`src/rtl/vas_pkg.sv`:
```
// ----------------------------------------------------------------------------
// vas_pkg
// Shared types and constants of the voice allocator with reserved stealing.
// ----------------------------------------------------------------------------
package vas_pkg;

   // table geometry
   localparam int NUM_VOICES = 24;
   localparam int NUM_PARTS  = 4;
   localparam int NUM_REGS   = 4;

   // derived widths
   localparam int IDX_W  = $clog2(NUM_VOICES);
   localparam int CNT_W  = $clog2(NUM_VOICES + 1);
   localparam int PART_W = 2;
   localparam int REQ_PART_W = 3;
   localparam int RES_W  = 5;
   localparam int CMP_W  = (CNT_W > RES_W) ? CNT_W : RES_W;
   localparam int KEY_W  = 32;
   localparam int AGE_W  = 32;
   localparam int VOICE_W = 5;
   localparam int PCNT_W  = 5;

   // configuration port
   localparam int CSR_ADDR_W = 4;
   localparam int CSR_DATA_W = 32;
   localparam int REG_SEL_LO = 2;
   localparam logic [RES_W-1:0] RES_RESET = RES_W'(3);

   typedef enum logic {
      OP_NOTE_ON  = 1'b0,
      OP_NOTE_OFF = 1'b1
   } opcode_type;

   typedef enum logic [1:0] {
      ST_IDLE,
      ST_SCAN,
      ST_FINISH
   } state_type;

   // one entry of the voice table memory
   typedef struct packed {
      logic [PART_W-1:0] part;
      logic [KEY_W-1:0]  key;
      logic [AGE_W-1:0]  age;
   } voice_entry_type;

   typedef logic [NUM_PARTS-1:0][CNT_W-1:0] count_vec_type;
   typedef logic [NUM_REGS-1:0][RES_W-1:0]  res_vec_type;

   // victim part plan handed to the scan
   typedef struct packed {
      logic              from_other;
      logic [PART_W-1:0] target_part;
   } victim_plan_type;

endpackage

```
`src/rtl/vas_victim_select.sv`:
```
// ----------------------------------------------------------------------------
// vas_victim_select
// Picks the part whose oldest voice is stolen when the table is full.
// ----------------------------------------------------------------------------
module vas_victim_select
   import vas_pkg::*;
(
   input  logic [PART_W-1:0] part,
   input  count_vec_type     counts,
   input  res_vec_type       reservations,
   output victim_plan_type   plan
);

   logic [CMP_W-1:0]  own_cnt;
   logic [CMP_W-1:0]  own_res;
   logic [CMP_W-1:0]  q_cnt;
   logic [CMP_W-1:0]  q_res;
   logic [CMP_W-1:0]  q_over;
   logic [CMP_W-1:0]  top_excess;
   logic [PART_W-1:0] best_part;
   logic              best_hit;

   // own part over its reservation wins, then the most over other part
   always_comb begin
      own_cnt    = CMP_W'(counts[part]);
      own_res    = CMP_W'(reservations[part]);
      top_excess = '0;
      best_part  = part;
      best_hit   = 1'b0;
      for (int q = 0; q < NUM_PARTS; q++) begin
         q_cnt  = CMP_W'(counts[q]);
         q_res  = CMP_W'(reservations[q]);
         q_over = q_cnt - q_res;
         if ((PART_W'(q) != part) && (q_cnt > q_res) && (q_over > top_excess)) begin
            top_excess = q_over;
            best_part  = PART_W'(q);
            best_hit   = 1'b1;
         end
      end
      if (own_cnt > own_res) begin
         plan.from_other  = 1'b0;
         plan.target_part = part;
      end else if (best_hit) begin
         plan.from_other  = 1'b1;
         plan.target_part = best_part;
      end else begin
         plan.from_other  = 1'b0;
         plan.target_part = part;
      end
   end

endmodule

```
`src/rtl/voice_allocator_reserved_stealing.sv`:
```
// ----------------------------------------------------------------------------
// voice_allocator_reserved_stealing
// Polyphonic voice allocator with per-part reservations and voice stealing.
// ----------------------------------------------------------------------------
// Usage:
//   req channel carries one note event per beat: opcode (note on / note off),
//   part and a 32-bit note key. rsp channel returns one beat per event:
//   found, voice, stolen and the part's active voice count after the event.
//   csr port holds the four 5-bit part reservations at byte offsets 0,4,8,12;
//   write them only while no event is in flight.
// Event sequence:
//   an event passes through an accept state, a scan that reads the voice table
//   memory one entry per cycle behind a registered read port, and a write-back
//   state that holds while the output register is still full. A new event is
//   accepted only once the last one is written back; an invalid part skips the scan.
// Reset:
//   all voices inactive, counts and age serial zero, reservations 3. No
//   clearing pass; table entries are read only behind their active flags.
// Back-pressure:
//   the result sits in an output register; the next event is accepted while
//   it waits, and that event's write-back holds until the register frees.
// ----------------------------------------------------------------------------
module voice_allocator_reserved_stealing
   import vas_pkg::*;
(
   input  logic                  clock,
   input  logic                  reset,
   // request channel
   input  logic                  req_valid,
   output logic                  req_ready,
   input  logic                  req_opcode,
   input  logic [REQ_PART_W-1:0] req_part,
   input  logic [KEY_W-1:0]      req_note_key,
   // response channel
   output logic                  rsp_valid,
   input  logic                  rsp_ready,
   output logic                  rsp_found,
   output logic [VOICE_W-1:0]    rsp_voice,
   output logic                  rsp_stolen,
   output logic [PCNT_W-1:0]     rsp_part_count,
   // configuration port
   input  logic                  csr_psel,
   input  logic                  csr_penable,
   input  logic                  csr_pwrite,
   input  logic [CSR_ADDR_W-1:0] csr_paddr,
   input  logic [CSR_DATA_W-1:0] csr_pwdata,
   output logic [CSR_DATA_W-1:0] csr_prdata,
   output logic                  csr_pready
);

   // control and event registers
   state_type            state_ff, state_in;
   opcode_type           op_ff, op_in;
   logic [PART_W-1:0]    part_ff, part_in;
   logic                 part_ok_ff, part_ok_in;
   logic [KEY_W-1:0]     key_ff, key_in;
   victim_plan_type      plan_ff, plan_in;
   victim_plan_type      plan_now;
   logic [CNT_W-1:0]     cnt_ff, cnt_in;

   // scan trackers
   logic                 free_hit_ff, free_hit_in;
   logic [IDX_W-1:0]     free_idx_ff, free_idx_in;
   logic                 vic_hit_ff, vic_hit_in;
   logic [IDX_W-1:0]     vic_idx_ff, vic_idx_in;
   logic [AGE_W-1:0]     vic_age_ff, vic_age_in;
   logic                 match_hit_ff, match_hit_in;
   logic [IDX_W-1:0]     match_idx_ff, match_idx_in;

   // table state outside the memory
   logic [NUM_VOICES-1:0] active_ff, active_in;
   count_vec_type         counts_ff, counts_in;
   logic [AGE_W-1:0]      age_ff, age_in;
   res_vec_type           res_ff;

   // response register
   logic                 rsp_valid_ff, rsp_valid_in;
   logic                 rsp_found_ff, rsp_found_in;
   logic [VOICE_W-1:0]   rsp_voice_ff, rsp_voice_in;
   logic                 rsp_stolen_ff, rsp_stolen_in;
   logic [PCNT_W-1:0]    rsp_pcnt_ff, rsp_pcnt_in;

   // voice table memory
   voice_entry_type      mem [NUM_VOICES];
   voice_entry_type      rd_entry_ff;
   voice_entry_type      wr_entry;
   logic                 mem_re, mem_we;
   logic [IDX_W-1:0]     mem_raddr;
   logic [IDX_W-1:0]     wr_idx;

   // misc control
   logic                 eval_en;
   logic [IDX_W-1:0]     eval_idx;
   logic                 eval_act;
   logic                 commit;
   logic                 take_free, take_vic, take_off;
   logic [REG_SEL_LO-1+$clog2(NUM_REGS):REG_SEL_LO] unused_sel;
   logic [$clog2(NUM_REGS)-1:0] reg_sel;
   logic                 csr_wr;

   // victim part is planned from counts at accept time
   vas_victim_select u_victim (
      .part         (req_part[PART_W-1:0]),
      .counts       (counts_ff),
      .reservations (res_ff),
      .plan         (plan_now)
   );

   // configuration registers
   assign unused_sel = csr_paddr[REG_SEL_LO-1+$clog2(NUM_REGS):REG_SEL_LO];
   assign reg_sel    = unused_sel;
   assign csr_wr     = csr_psel & csr_penable & csr_pwrite;
   assign csr_pready = 1'b1;
   assign csr_prdata = CSR_DATA_W'(res_ff[reg_sel]);

   always_ff @(posedge clock) begin
      if (reset) begin
         for (int r = 0; r < NUM_REGS; r++) begin
            res_ff[r] <= RES_RESET;
         end
      end else if (csr_wr) begin
         res_ff[reg_sel] <= csr_pwdata[RES_W-1:0];
      end
   end

   // memory read and write ports
   always_ff @(posedge clock) begin
      if (mem_we) begin
         mem[wr_idx] <= wr_entry;
      end
      if (mem_re) begin
         rd_entry_ff <= mem[mem_raddr];
      end
   end

   // scan addressing: entry cnt-1 is evaluated while cnt is read
   assign mem_re    = (state_ff == ST_SCAN) && (cnt_ff < CNT_W'(NUM_VOICES));
   assign mem_raddr = cnt_ff[IDX_W-1:0];
   assign eval_en   = (state_ff == ST_SCAN) && (cnt_ff != '0);
   assign eval_idx  = IDX_W'(cnt_ff - CNT_W'(1));
   assign eval_act  = active_ff[eval_idx];

   // write-back decisions
   assign commit    = (state_ff == ST_FINISH) && (!rsp_valid_ff || rsp_ready);
   assign take_free = part_ok_ff && (op_ff == OP_NOTE_ON) && free_hit_ff;
   assign take_vic  = part_ok_ff && (op_ff == OP_NOTE_ON) && !free_hit_ff && vic_hit_ff;
   assign take_off  = part_ok_ff && (op_ff == OP_NOTE_OFF) && match_hit_ff;
   assign wr_idx    = free_hit_ff ? free_idx_ff : vic_idx_ff;
   assign mem_we    = commit && (take_free || take_vic);
   assign wr_entry  = '{part: part_ff, key: key_ff, age: age_ff};
   assign req_ready = (state_ff == ST_IDLE);

   // next state and datapath
   always_comb begin
      state_in      = state_ff;
      op_in         = op_ff;
      part_in       = part_ff;
      part_ok_in    = part_ok_ff;
      key_in        = key_ff;
      plan_in       = plan_ff;
      cnt_in        = cnt_ff;
      free_hit_in   = free_hit_ff;
      free_idx_in   = free_idx_ff;
      vic_hit_in    = vic_hit_ff;
      vic_idx_in    = vic_idx_ff;
      vic_age_in    = vic_age_ff;
      match_hit_in  = match_hit_ff;
      match_idx_in  = match_idx_ff;
      active_in     = active_ff;
      counts_in     = counts_ff;
      age_in        = age_ff;
      rsp_valid_in  = rsp_valid_ff & ~rsp_ready;
      rsp_found_in  = rsp_found_ff;
      rsp_voice_in  = rsp_voice_ff;
      rsp_stolen_in = rsp_stolen_ff;
      rsp_pcnt_in   = rsp_pcnt_ff;

      unique case (state_ff)
         ST_IDLE: begin
            if (req_valid) begin
               op_in        = opcode_type'(req_opcode);
               part_in      = req_part[PART_W-1:0];
               part_ok_in   = (req_part < REQ_PART_W'(NUM_PARTS));
               key_in       = req_note_key;
               plan_in      = plan_now;
               cnt_in       = '0;
               free_hit_in  = 1'b0;
               vic_hit_in   = 1'b0;
               match_hit_in = 1'b0;
               state_in     = part_ok_in ? ST_SCAN : ST_FINISH;
            end
         end
         ST_SCAN: begin
            // track lowest free, oldest victim, lowest note-off match
            if (eval_en) begin
               if (op_ff == OP_NOTE_ON) begin
                  if (!eval_act && !free_hit_ff) begin
                     free_hit_in = 1'b1;
                     free_idx_in = eval_idx;
                  end
                  if (eval_act && (rd_entry_ff.part == plan_ff.target_part) &&
                      (!vic_hit_ff || (rd_entry_ff.age < vic_age_ff))) begin
                     vic_hit_in = 1'b1;
                     vic_idx_in = eval_idx;
                     vic_age_in = rd_entry_ff.age;
                  end
               end else if (eval_act && !match_hit_ff && (rd_entry_ff.part == part_ff) &&
                            (rd_entry_ff.key == key_ff)) begin
                  match_hit_in = 1'b1;
                  match_idx_in = eval_idx;
               end
            end
            if (cnt_ff == CNT_W'(NUM_VOICES)) begin
               state_in = ST_FINISH;
            end else begin
               cnt_in = cnt_ff + CNT_W'(1);
            end
         end
         ST_FINISH: begin
            if (commit) begin
               if (take_free || take_vic) begin
                  active_in[wr_idx] = 1'b1;
                  if (take_vic) begin
                     counts_in[plan_ff.target_part] =
                        counts_in[plan_ff.target_part] - CNT_W'(1);
                  end
                  counts_in[part_ff] = counts_in[part_ff] + CNT_W'(1);
                  age_in = age_ff + AGE_W'(1);
               end
               if (take_off) begin
                  active_in[match_idx_ff] = 1'b0;
                  counts_in[part_ff]      = counts_ff[part_ff] - CNT_W'(1);
               end
               rsp_valid_in  = 1'b1;
               rsp_found_in  = take_free | take_vic | take_off;
               rsp_stolen_in = take_vic;
               if (take_free || take_vic) begin
                  rsp_voice_in = VOICE_W'(wr_idx);
               end else if (take_off) begin
                  rsp_voice_in = VOICE_W'(match_idx_ff);
               end else begin
                  rsp_voice_in = '0;
               end
               rsp_pcnt_in = part_ok_ff ? PCNT_W'(counts_in[part_ff]) : '0;
               state_in    = ST_IDLE;
            end
         end
         default: begin
            state_in = ST_IDLE;
         end
      endcase
   end

   // control registers
   always_ff @(posedge clock) begin
      if (reset) begin
         state_ff     <= ST_IDLE;
         active_ff    <= '0;
         counts_ff    <= '0;
         age_ff       <= '0;
         rsp_valid_ff <= 1'b0;
      end else begin
         state_ff     <= state_in;
         active_ff    <= active_in;
         counts_ff    <= counts_in;
         age_ff       <= age_in;
         rsp_valid_ff <= rsp_valid_in;
      end
   end

   // payload registers
   always_ff @(posedge clock) begin
      op_ff         <= op_in;
      part_ff       <= part_in;
      part_ok_ff    <= part_ok_in;
      key_ff        <= key_in;
      plan_ff       <= plan_in;
      cnt_ff        <= cnt_in;
      free_hit_ff   <= free_hit_in;
      free_idx_ff   <= free_idx_in;
      vic_hit_ff    <= vic_hit_in;
      vic_idx_ff    <= vic_idx_in;
      vic_age_ff    <= vic_age_in;
      match_hit_ff  <= match_hit_in;
      match_idx_ff  <= match_idx_in;
      rsp_found_ff  <= rsp_found_in;
      rsp_voice_ff  <= rsp_voice_in;
      rsp_stolen_ff <= rsp_stolen_in;
      rsp_pcnt_ff   <= rsp_pcnt_in;
   end

   // response outputs
   assign rsp_valid      = rsp_valid_ff;
   assign rsp_found      = rsp_found_ff;
   assign rsp_voice      = rsp_voice_ff;
   assign rsp_stolen     = rsp_stolen_ff;
   assign rsp_part_count = rsp_pcnt_ff;

`ifndef ASSERT_OFF
   // a steal happens only when every voice is busy
   a_steal_only_when_full: assert property (@(posedge clock) disable iff (reset)
      (commit && take_vic) |-> (&active_ff))
      else $error("voice stolen while a free voice exists");

   // a claimed voice is active after write-back
   a_claim_sets_active: assert property (@(posedge clock) disable iff (reset)
      (commit && (take_free || take_vic)) |=> active_ff[$past(wr_idx)])
      else $error("claimed voice not marked active");

   // a released voice is inactive after write-back
   a_release_clears_active: assert property (@(posedge clock) disable iff (reset)
      (commit && take_off) |=> !active_ff[$past(match_idx_ff)])
      else $error("released voice still active");

   // a victim from another part comes only from a part over its reservation
   a_other_part_over: assert property (@(posedge clock) disable iff (reset)
      (commit && take_vic && plan_ff.from_other) |->
         (CMP_W'(counts_ff[plan_ff.target_part]) > CMP_W'(res_ff[plan_ff.target_part])))
      else $error("voice stolen from a part within its reservation");

   // scan counter never runs past the table size
   a_scan_bound: assert property (@(posedge clock) disable iff (reset)
      (state_ff == ST_SCAN) |-> (cnt_ff <= CNT_W'(NUM_VOICES)))
      else $error("scan counter past table end");
`endif

endmodule

```
`config.mk`:
```
export PLATFORM = sky130hd
export DESIGN_NAME = voice_allocator_reserved_stealing
export DESIGN_NICKNAME = d
export VERILOG_FILES = /design/src/rtl/vas_pkg.sv /design/src/rtl/vas_victim_select.sv /design/src/rtl/voice_allocator_reserved_stealing.sv
export SDC_FILE = /design/constraint.sdc
export NUM_CORES = 2
export LEC_CHECK = 0
export ABC_AREA = 1
export BUFFER_PORTS_ARGS = -buffer_cell sky130_fd_sc_hd__buf_2
export CORE_MARGIN = 1.5
export CORE_UTILIZATION = 35
export DETAILED_ROUTE_END_ITERATION = 12
export SETUP_SLACK_MARGIN = 0.02
export SLEW_MARGIN = 25
export SYNTH_ARGS = -nofsm -noshare
export SYNTH_HDL_FRONTEND = slang
export SYNTH_SLANG_ARGS = --single-unit
```
`constraint.sdc`:
```
create_clock -name clock -period 15.4 [get_ports clock]
set_input_delay 2.31 -clock clock [delete_from_list [all_inputs] [get_ports clock]]
set_output_delay 2.31 -clock clock [all_outputs]
set_load 0.02 [all_outputs]
```
=== Word level (Yosys, flattened, before mapping) ===
Memories as Yosys holds them, arrays and structs flattened. A register that Yosys moved wholly into a read port is not among the register bits.
Cells that the tools add are included.
Widths: inputs -> output; s select.

* Bits in latches: 0
* Memory bits (writable): 1,584
* ROM bits: 0
* Register bits after elaboration: 204
* Memories kept: 1

{| class="wikitable"
|+ Memory list
! memory !! words !! width !! rd ports !! clocked after memory_dff !! wr ports !! RTL line !! text
|-
| mem || 24 || 66 || 1 || 1 || 1 || voice_allocator_reserved_stealing.sv:84 || <nowiki>voice_entry_type mem [NUM_VOICES];</nowiki>
|}

* $add $sub $neg: 10
* Order comparisons: 24
* Muxes and demuxes: 85
* $mul: 0
* Bitwise gates (word level): 10
* Div/mod/pow operators: 0
* Shifts and indexed selects: 0
* Reduce and logical (&&, ||, !) cells: 52
* Equal/unequal tests: 19

{| class="wikitable"
|+ Operators with widths
! operator !! number
|-
| $mux 20 || 10
|-
| $mux 24 || 4
|-
| $mux 5 || 18
|-
| $bwmux 20 || 4
|-
| $bmux 5 s2 || 7
|-
| $gt 5x5->1 || 8
|-
| $add 32x1->32 const B || 1
|-
| $eq 32x32->1 || 1
|-
| $lt 32x32->1 || 1
|-
| $demux 5 s2 || 3
|-
| $logic_and 1x1->1 || 29
|-
| $and 24x24->24 || 1
|-
| $not 24->24 || 1
|-
| $or 24x24->24 || 1
|-
| $mux 1 || 21
|-
| $mux 2 || 10
|-
| $sub 5x5->5 || 4
|-
| $lt 5x6->1 const B || 3
|-
| $reduce_and 5->1 || 3
|-
| $sub 5x1->5 const B || 3
|-
| $lt 2x3->1 const B || 4
|-
| $ne 2x2->1 const B || 6
|-
| $reduce_and 4->1 || 3
|-
| $add 5x1->5 const B || 2
|-
| 27 further kinds || 52
|}

=== Logic depth before layout (Yosys ltp) ===
* Depth after elaboration: 22
* Gate-level depth with buffers: 40
* Mapped depth without buffers: 38

=== Modules after synthesis ===
From an unflattened synthesis, not the netlist that was laid out.

* Cell total of the unflattened synthesis: 6,059
* Area total of the unflattened synthesis: 75,782.7 sq um

{| class="wikitable"
|+ Modules (own cells, without submodules)
! module !! times used !! cells each !! area an instance (sq um) !! sequential area each (sq um)
|-
| voice_allocator_reserved_stealing || 1 || 5,770 || 73,915.9 || 54,682.4
|-
| vas_victim_select || 1 || 289 || 1,866.8 || 0.0
|}

=== Worst setup path before layout ===
No wires, ideal clock.

* Path kind: input to register
* From: input req_part[0]
* To: register plan_ff[1] (netlist bit), data pin
* Setup time: 0.152 ns
* Stages: 31
* Setup slack: 8.925 ns
* Arrival: 6.322 ns
* Required time: 15.248 ns
* Cells stage by stage: nor2_1 -> nor3_1 -> nand2_1 -> inv_1 -> nand2_1 -> ha_1 -> a21oi_1 -> o21ai_0 -> o221ai_1 -> clkbuf_1 -> o21ai_0 -> ha_1 -> nand2_1 -> inv_1 -> nand2_1 -> inv_1 -> nand2_1 -> o221ai_1 -> o211ai_1 -> clkbuf_1 -> nand2_1 -> o21ai_0 -> ha_1 -> nand3_1 -> inv_1 -> nand2_1 -> o221ai_1 -> nand2_1 -> a2111oi_0 -> o21ai_0 -> o21ai_0

{| class="wikitable"
|+ RTL lines
! what !! RTL line !! text
|-
| from (decl) || voice_allocator_reserved_stealing.sv:32 || <nowiki>input logic [REQ_PART_W-1:0] req_part,</nowiki>
|-
| to (signal assigned) || voice_allocator_reserved_stealing.sv:277 || <nowiki>plan_ff <= plan_in;</nowiki>
|-
| to (decl) || voice_allocator_reserved_stealing.sv:57 || <nowiki>victim_plan_type plan_ff, plan_in;</nowiki>
|}

==> summary.md <==
| Metric | Value |
|---|---|
| Critical R2R Capture | plan_ff[1]$_DFFE_PP_ |
| Post-Route Utilization | 39.5% |
| Crit path kind | input pin to flop |
| Port-buffer cells | 68 |
| Crit-path max FO | 12 |
| Most numerous cell in the Yosys netlist | edfxtp_1 |
| First-pass GRT wire length | 299 mm |
| Reg clk slew, reported paths | 60 ps |
| Most used cell, CP | nand2_1 |
| Internal power | 8.57 mW |
| Syn avg cell area | 12.8 um^2 |
| Combinational power share | 15.7% |
| Area contributors post-synth | edfxtp_1, o21ai_0, nor2_1 |
| Clk_skew | 42.4 ps |
| Hold path cells | 0 |
| Die Y | 468 um |
| Startpoint types | input pin |
| H-tree Lvls | 4 |
| Total GRT Usage | 18.0% |
| Setup violations, final | 0 |
| GR Overflow Total | 0 |
| Peak VDD IR | 0.000110 V |
| Final ANT Viol Nets | 0 |
| Synth cell types | 58 |
| Worst rel slew slack | 26.5% |
| Final hold vios | 0 |
| P&R area growth vs syn | 12.2% |
| FF-to-FF setup slack | 8690 ps |
| Lkg Pwr | 27.3 nW |
| Wire per inst | 22.7 um |
| DRT iter0 DRCs | 5367 |
| Met1 Use GR | 25.8% |
| Clk pwr share | 36.1% |
| Register area share after synthesis | 72.3% |
| Largest net degree at the start of global routing | 224 |
| Final Max Tran Viols | 0 |
| Die Area | 0.219 mm^2 |
| Synth Cell Area | 0.0756 mm^2 |
| Critical R2R Launch | counts_ff[0]$_SDFFE_PP0P_ |
| Max incr delay on CP | 630 ps |
| WL final | 202 mm |
| Synth Flop Type | edfxtp_1 |
| Number of flops mapped to enable cells by yosys | 1755 |
| Initial Util | 35.2% |
| Post-Syn Instances | 5905 |
| GRT busiest layer | met2 |
| Post-synth top area share | 69.7% |
| Switching fraction of total power | 27.6% |
| Antenna violations before repair | 3 |
| Overall Power | 11.8 mW |
| CTS max path bufs | 3 |
| RSZ-0062 raised after global routing | no |
| Nets@finish | 6061 |
| Worst Hold Launch | rd_entry_ff[0]$_DFFE_PP_ |
| Critical Path Sink Type | flop |
| Outcome | finished clean |
| Yosys top cell by area | edfxtp_1 |
| Layout cell share with drive strength beyond 1 | 9.10% |
| I/O pin total | 126 |
| Yosys warns | 0 |
| Total number of vias | 48800 |
| Setup TNS | 0 ps |
| Met2 GRT Util | 28.4% |
| Worst min-delay path class | flop to flop |
| TritonCTS Sinks | 1854 |
| PD cells | 140 mW/mm^2 |
| Seq pwr share | 48.2% |
| Rows | 170 |
| Drt first pass iters | 6 |
| Worst path required time | 16050 ps |
| Min cycle time layout | 7410 ps |
| Met3 usage | 2.54% |
| Chip Width | 468 um |
| Clk Latency, worst-skew pair | 820 ps |
| Postcts setup bufs | 0 |
| Seq cells post-synth | 1854 |
| Drt via density | 5.49 |
| Vias in the first global route | 46300 |
| Fmax | 135 MHz |
| CORE AREA | 0.215 mm^2 |
| Sw power | 3.27 mW |
| Synth async-reset ratio | 0% |
| Worst-Margin Slew | 1100 ps |
| GP Congestion | 0.881 |
| Max stage delay cell, worst path | nor2_1 |
| # hold bufs at CTS | 0 |
| Final period util | 48.1% |
| Post-synth top cells | edfxtp_1, o21ai_0, nor2_1, nand2_1, o22ai_1 |
| DP HPWL | 104 mm |
| R2R cell count | 36 |
| Arr. time, crit path | 8060 ps |
| CTS tree | done |
| Hold endpoint | vic_age_ff[0]$_DFFE_PP_ |
| Max Cap Violations | 0 |
| Post-cts resize count | 0 |
| DR DRC count | 0 |
| Inserted Clock Buffers | 181 |
| Root Driver | clkbuf_16 |
## routing by layer
layer / up-vias / share of wire, %
li1: 22000 / -
met1: 24600 / 45
met2: 1807 / 46
met3: 339 / 6.7
met4: 2 / 2.6
met5: - / 0.0079
## worst max-delay path: cells and delay by family
family	cells	cell delay (ps)
and+or+nand+nor	11	1590
adders and majority gates	3	980
buffers and inverters	5	430
AOI/OAI and AO/OA	11	2730
## layout make-up
class / count / area, um^2
clock inverters: 82 / 703
diodes: 2 / 5.00
clock buffers: 247 / 4950
well taps: 2838 / 3550
multi-input cells: 3454 / 18800
fillers: 19800 / 130000
flip-flops and latches: 1854 / 54700
repair buffers: 172 / 1230
inverters: 237 / 912
## power groups by stage
stage	combinational (mW)	clock (mW)	sequential, mW
2_1_floorplan	1.28	0	5.78
3_3_place_gp	1.82	0	5.80
3_5_place_dp	1.84	0	5.81
4_1_cts	1.85	4.35	5.70
5_1_grt	2.05	4.54	5.71
6_report	1.86	4.27	5.70
## cell usage in the layout, fill, tap and decap left out, types with 98 or more instances in the layout
cell / netlist / final
nand2_1: 338 / 338
a22o_1: 132 / 132
nor2_1: 944 / 916
clkbuf_16: 0 / 185
o21ai_0: 959 / 959
nand3_1: 131 / 131
o221ai_1: 117 / 117
inv_1: 219 / 213
o22ai_1: 326 / 326
edfxtp_1: 1755 / 1755
dfxtp_1: 99 / 98
a21oi_1: 112 / 111
## kinds of logic after synthesis
| family | after synthesis | share of synthesized area, % |
|---|---|---|
| buffers and inverters | 623 | 3.29 |
| muxes | 4 | 0.0530 |
| adders and majority gates | 82 | 1.40 |
| other | 2 | 0.00993 |
| and+or+nand+nor | 1525 | 8.40 |
| DFF | 1854 | 72.3 |
| AOI/OAI and AO/OA | 1773 | 14.0 |
| xor gates and xnor gates | 42 | 0.487 |
## flip-flops by register name, summed over array words and instances, names as in the netlist, 2 cells and up
name            flops
cnt_ff              5
vic_idx_ff          5
match_idx_ff        5
active_ff          24
part_ff             2
rd_entry_ff        66
mem              1584
rsp_part_count      5
plan_ff             2
res_ff             20
key_ff             32
counts_ff          20
state_ff            2
rsp_voice           5
free_idx_ff         5
vic_age_ff         32
age_ff             32
## stage by stage
| step | worst slack [ps] | hold slack (ps) | std cells | instance area (um^2) |
|---|---|---|---|---|
| floorplan | 8930 | 421 | 5931 | 75700 |
| global placement | 7080 | 424 | 8552 | 79100 |
| detailed placement | 7280 | 434 | 8552 | 79100 |
| CTS | 8100 | 446 | 8881 | 84700 |
| global route | 7260 | 457 | 8885 | 84800 |
| finish | 7990 | 454 | 8886 | 84800 |
## how the worst max path moves through the flow
stage                startpoint  cells past startpoint              endpoint  slack (ps)
finish              req_part[1]                     30  plan_ff[1]$_DFFE_PP_        7990
global route        req_part[1]                     30  plan_ff[1]$_DFFE_PP_        7260
CTS                 req_part[1]                     30  plan_ff[1]$_DFFE_PP_        8100
detailed placement  req_part[1]                     30  plan_ff[1]$_DFFE_PP_        7280
global placement    req_part[1]                     30  plan_ff[1]$_DFFE_PP_        7080
floorplan           req_part[0]                     31  plan_ff[1]$_DFFE_PP_        8930
(Power assumes the default switching activity.)
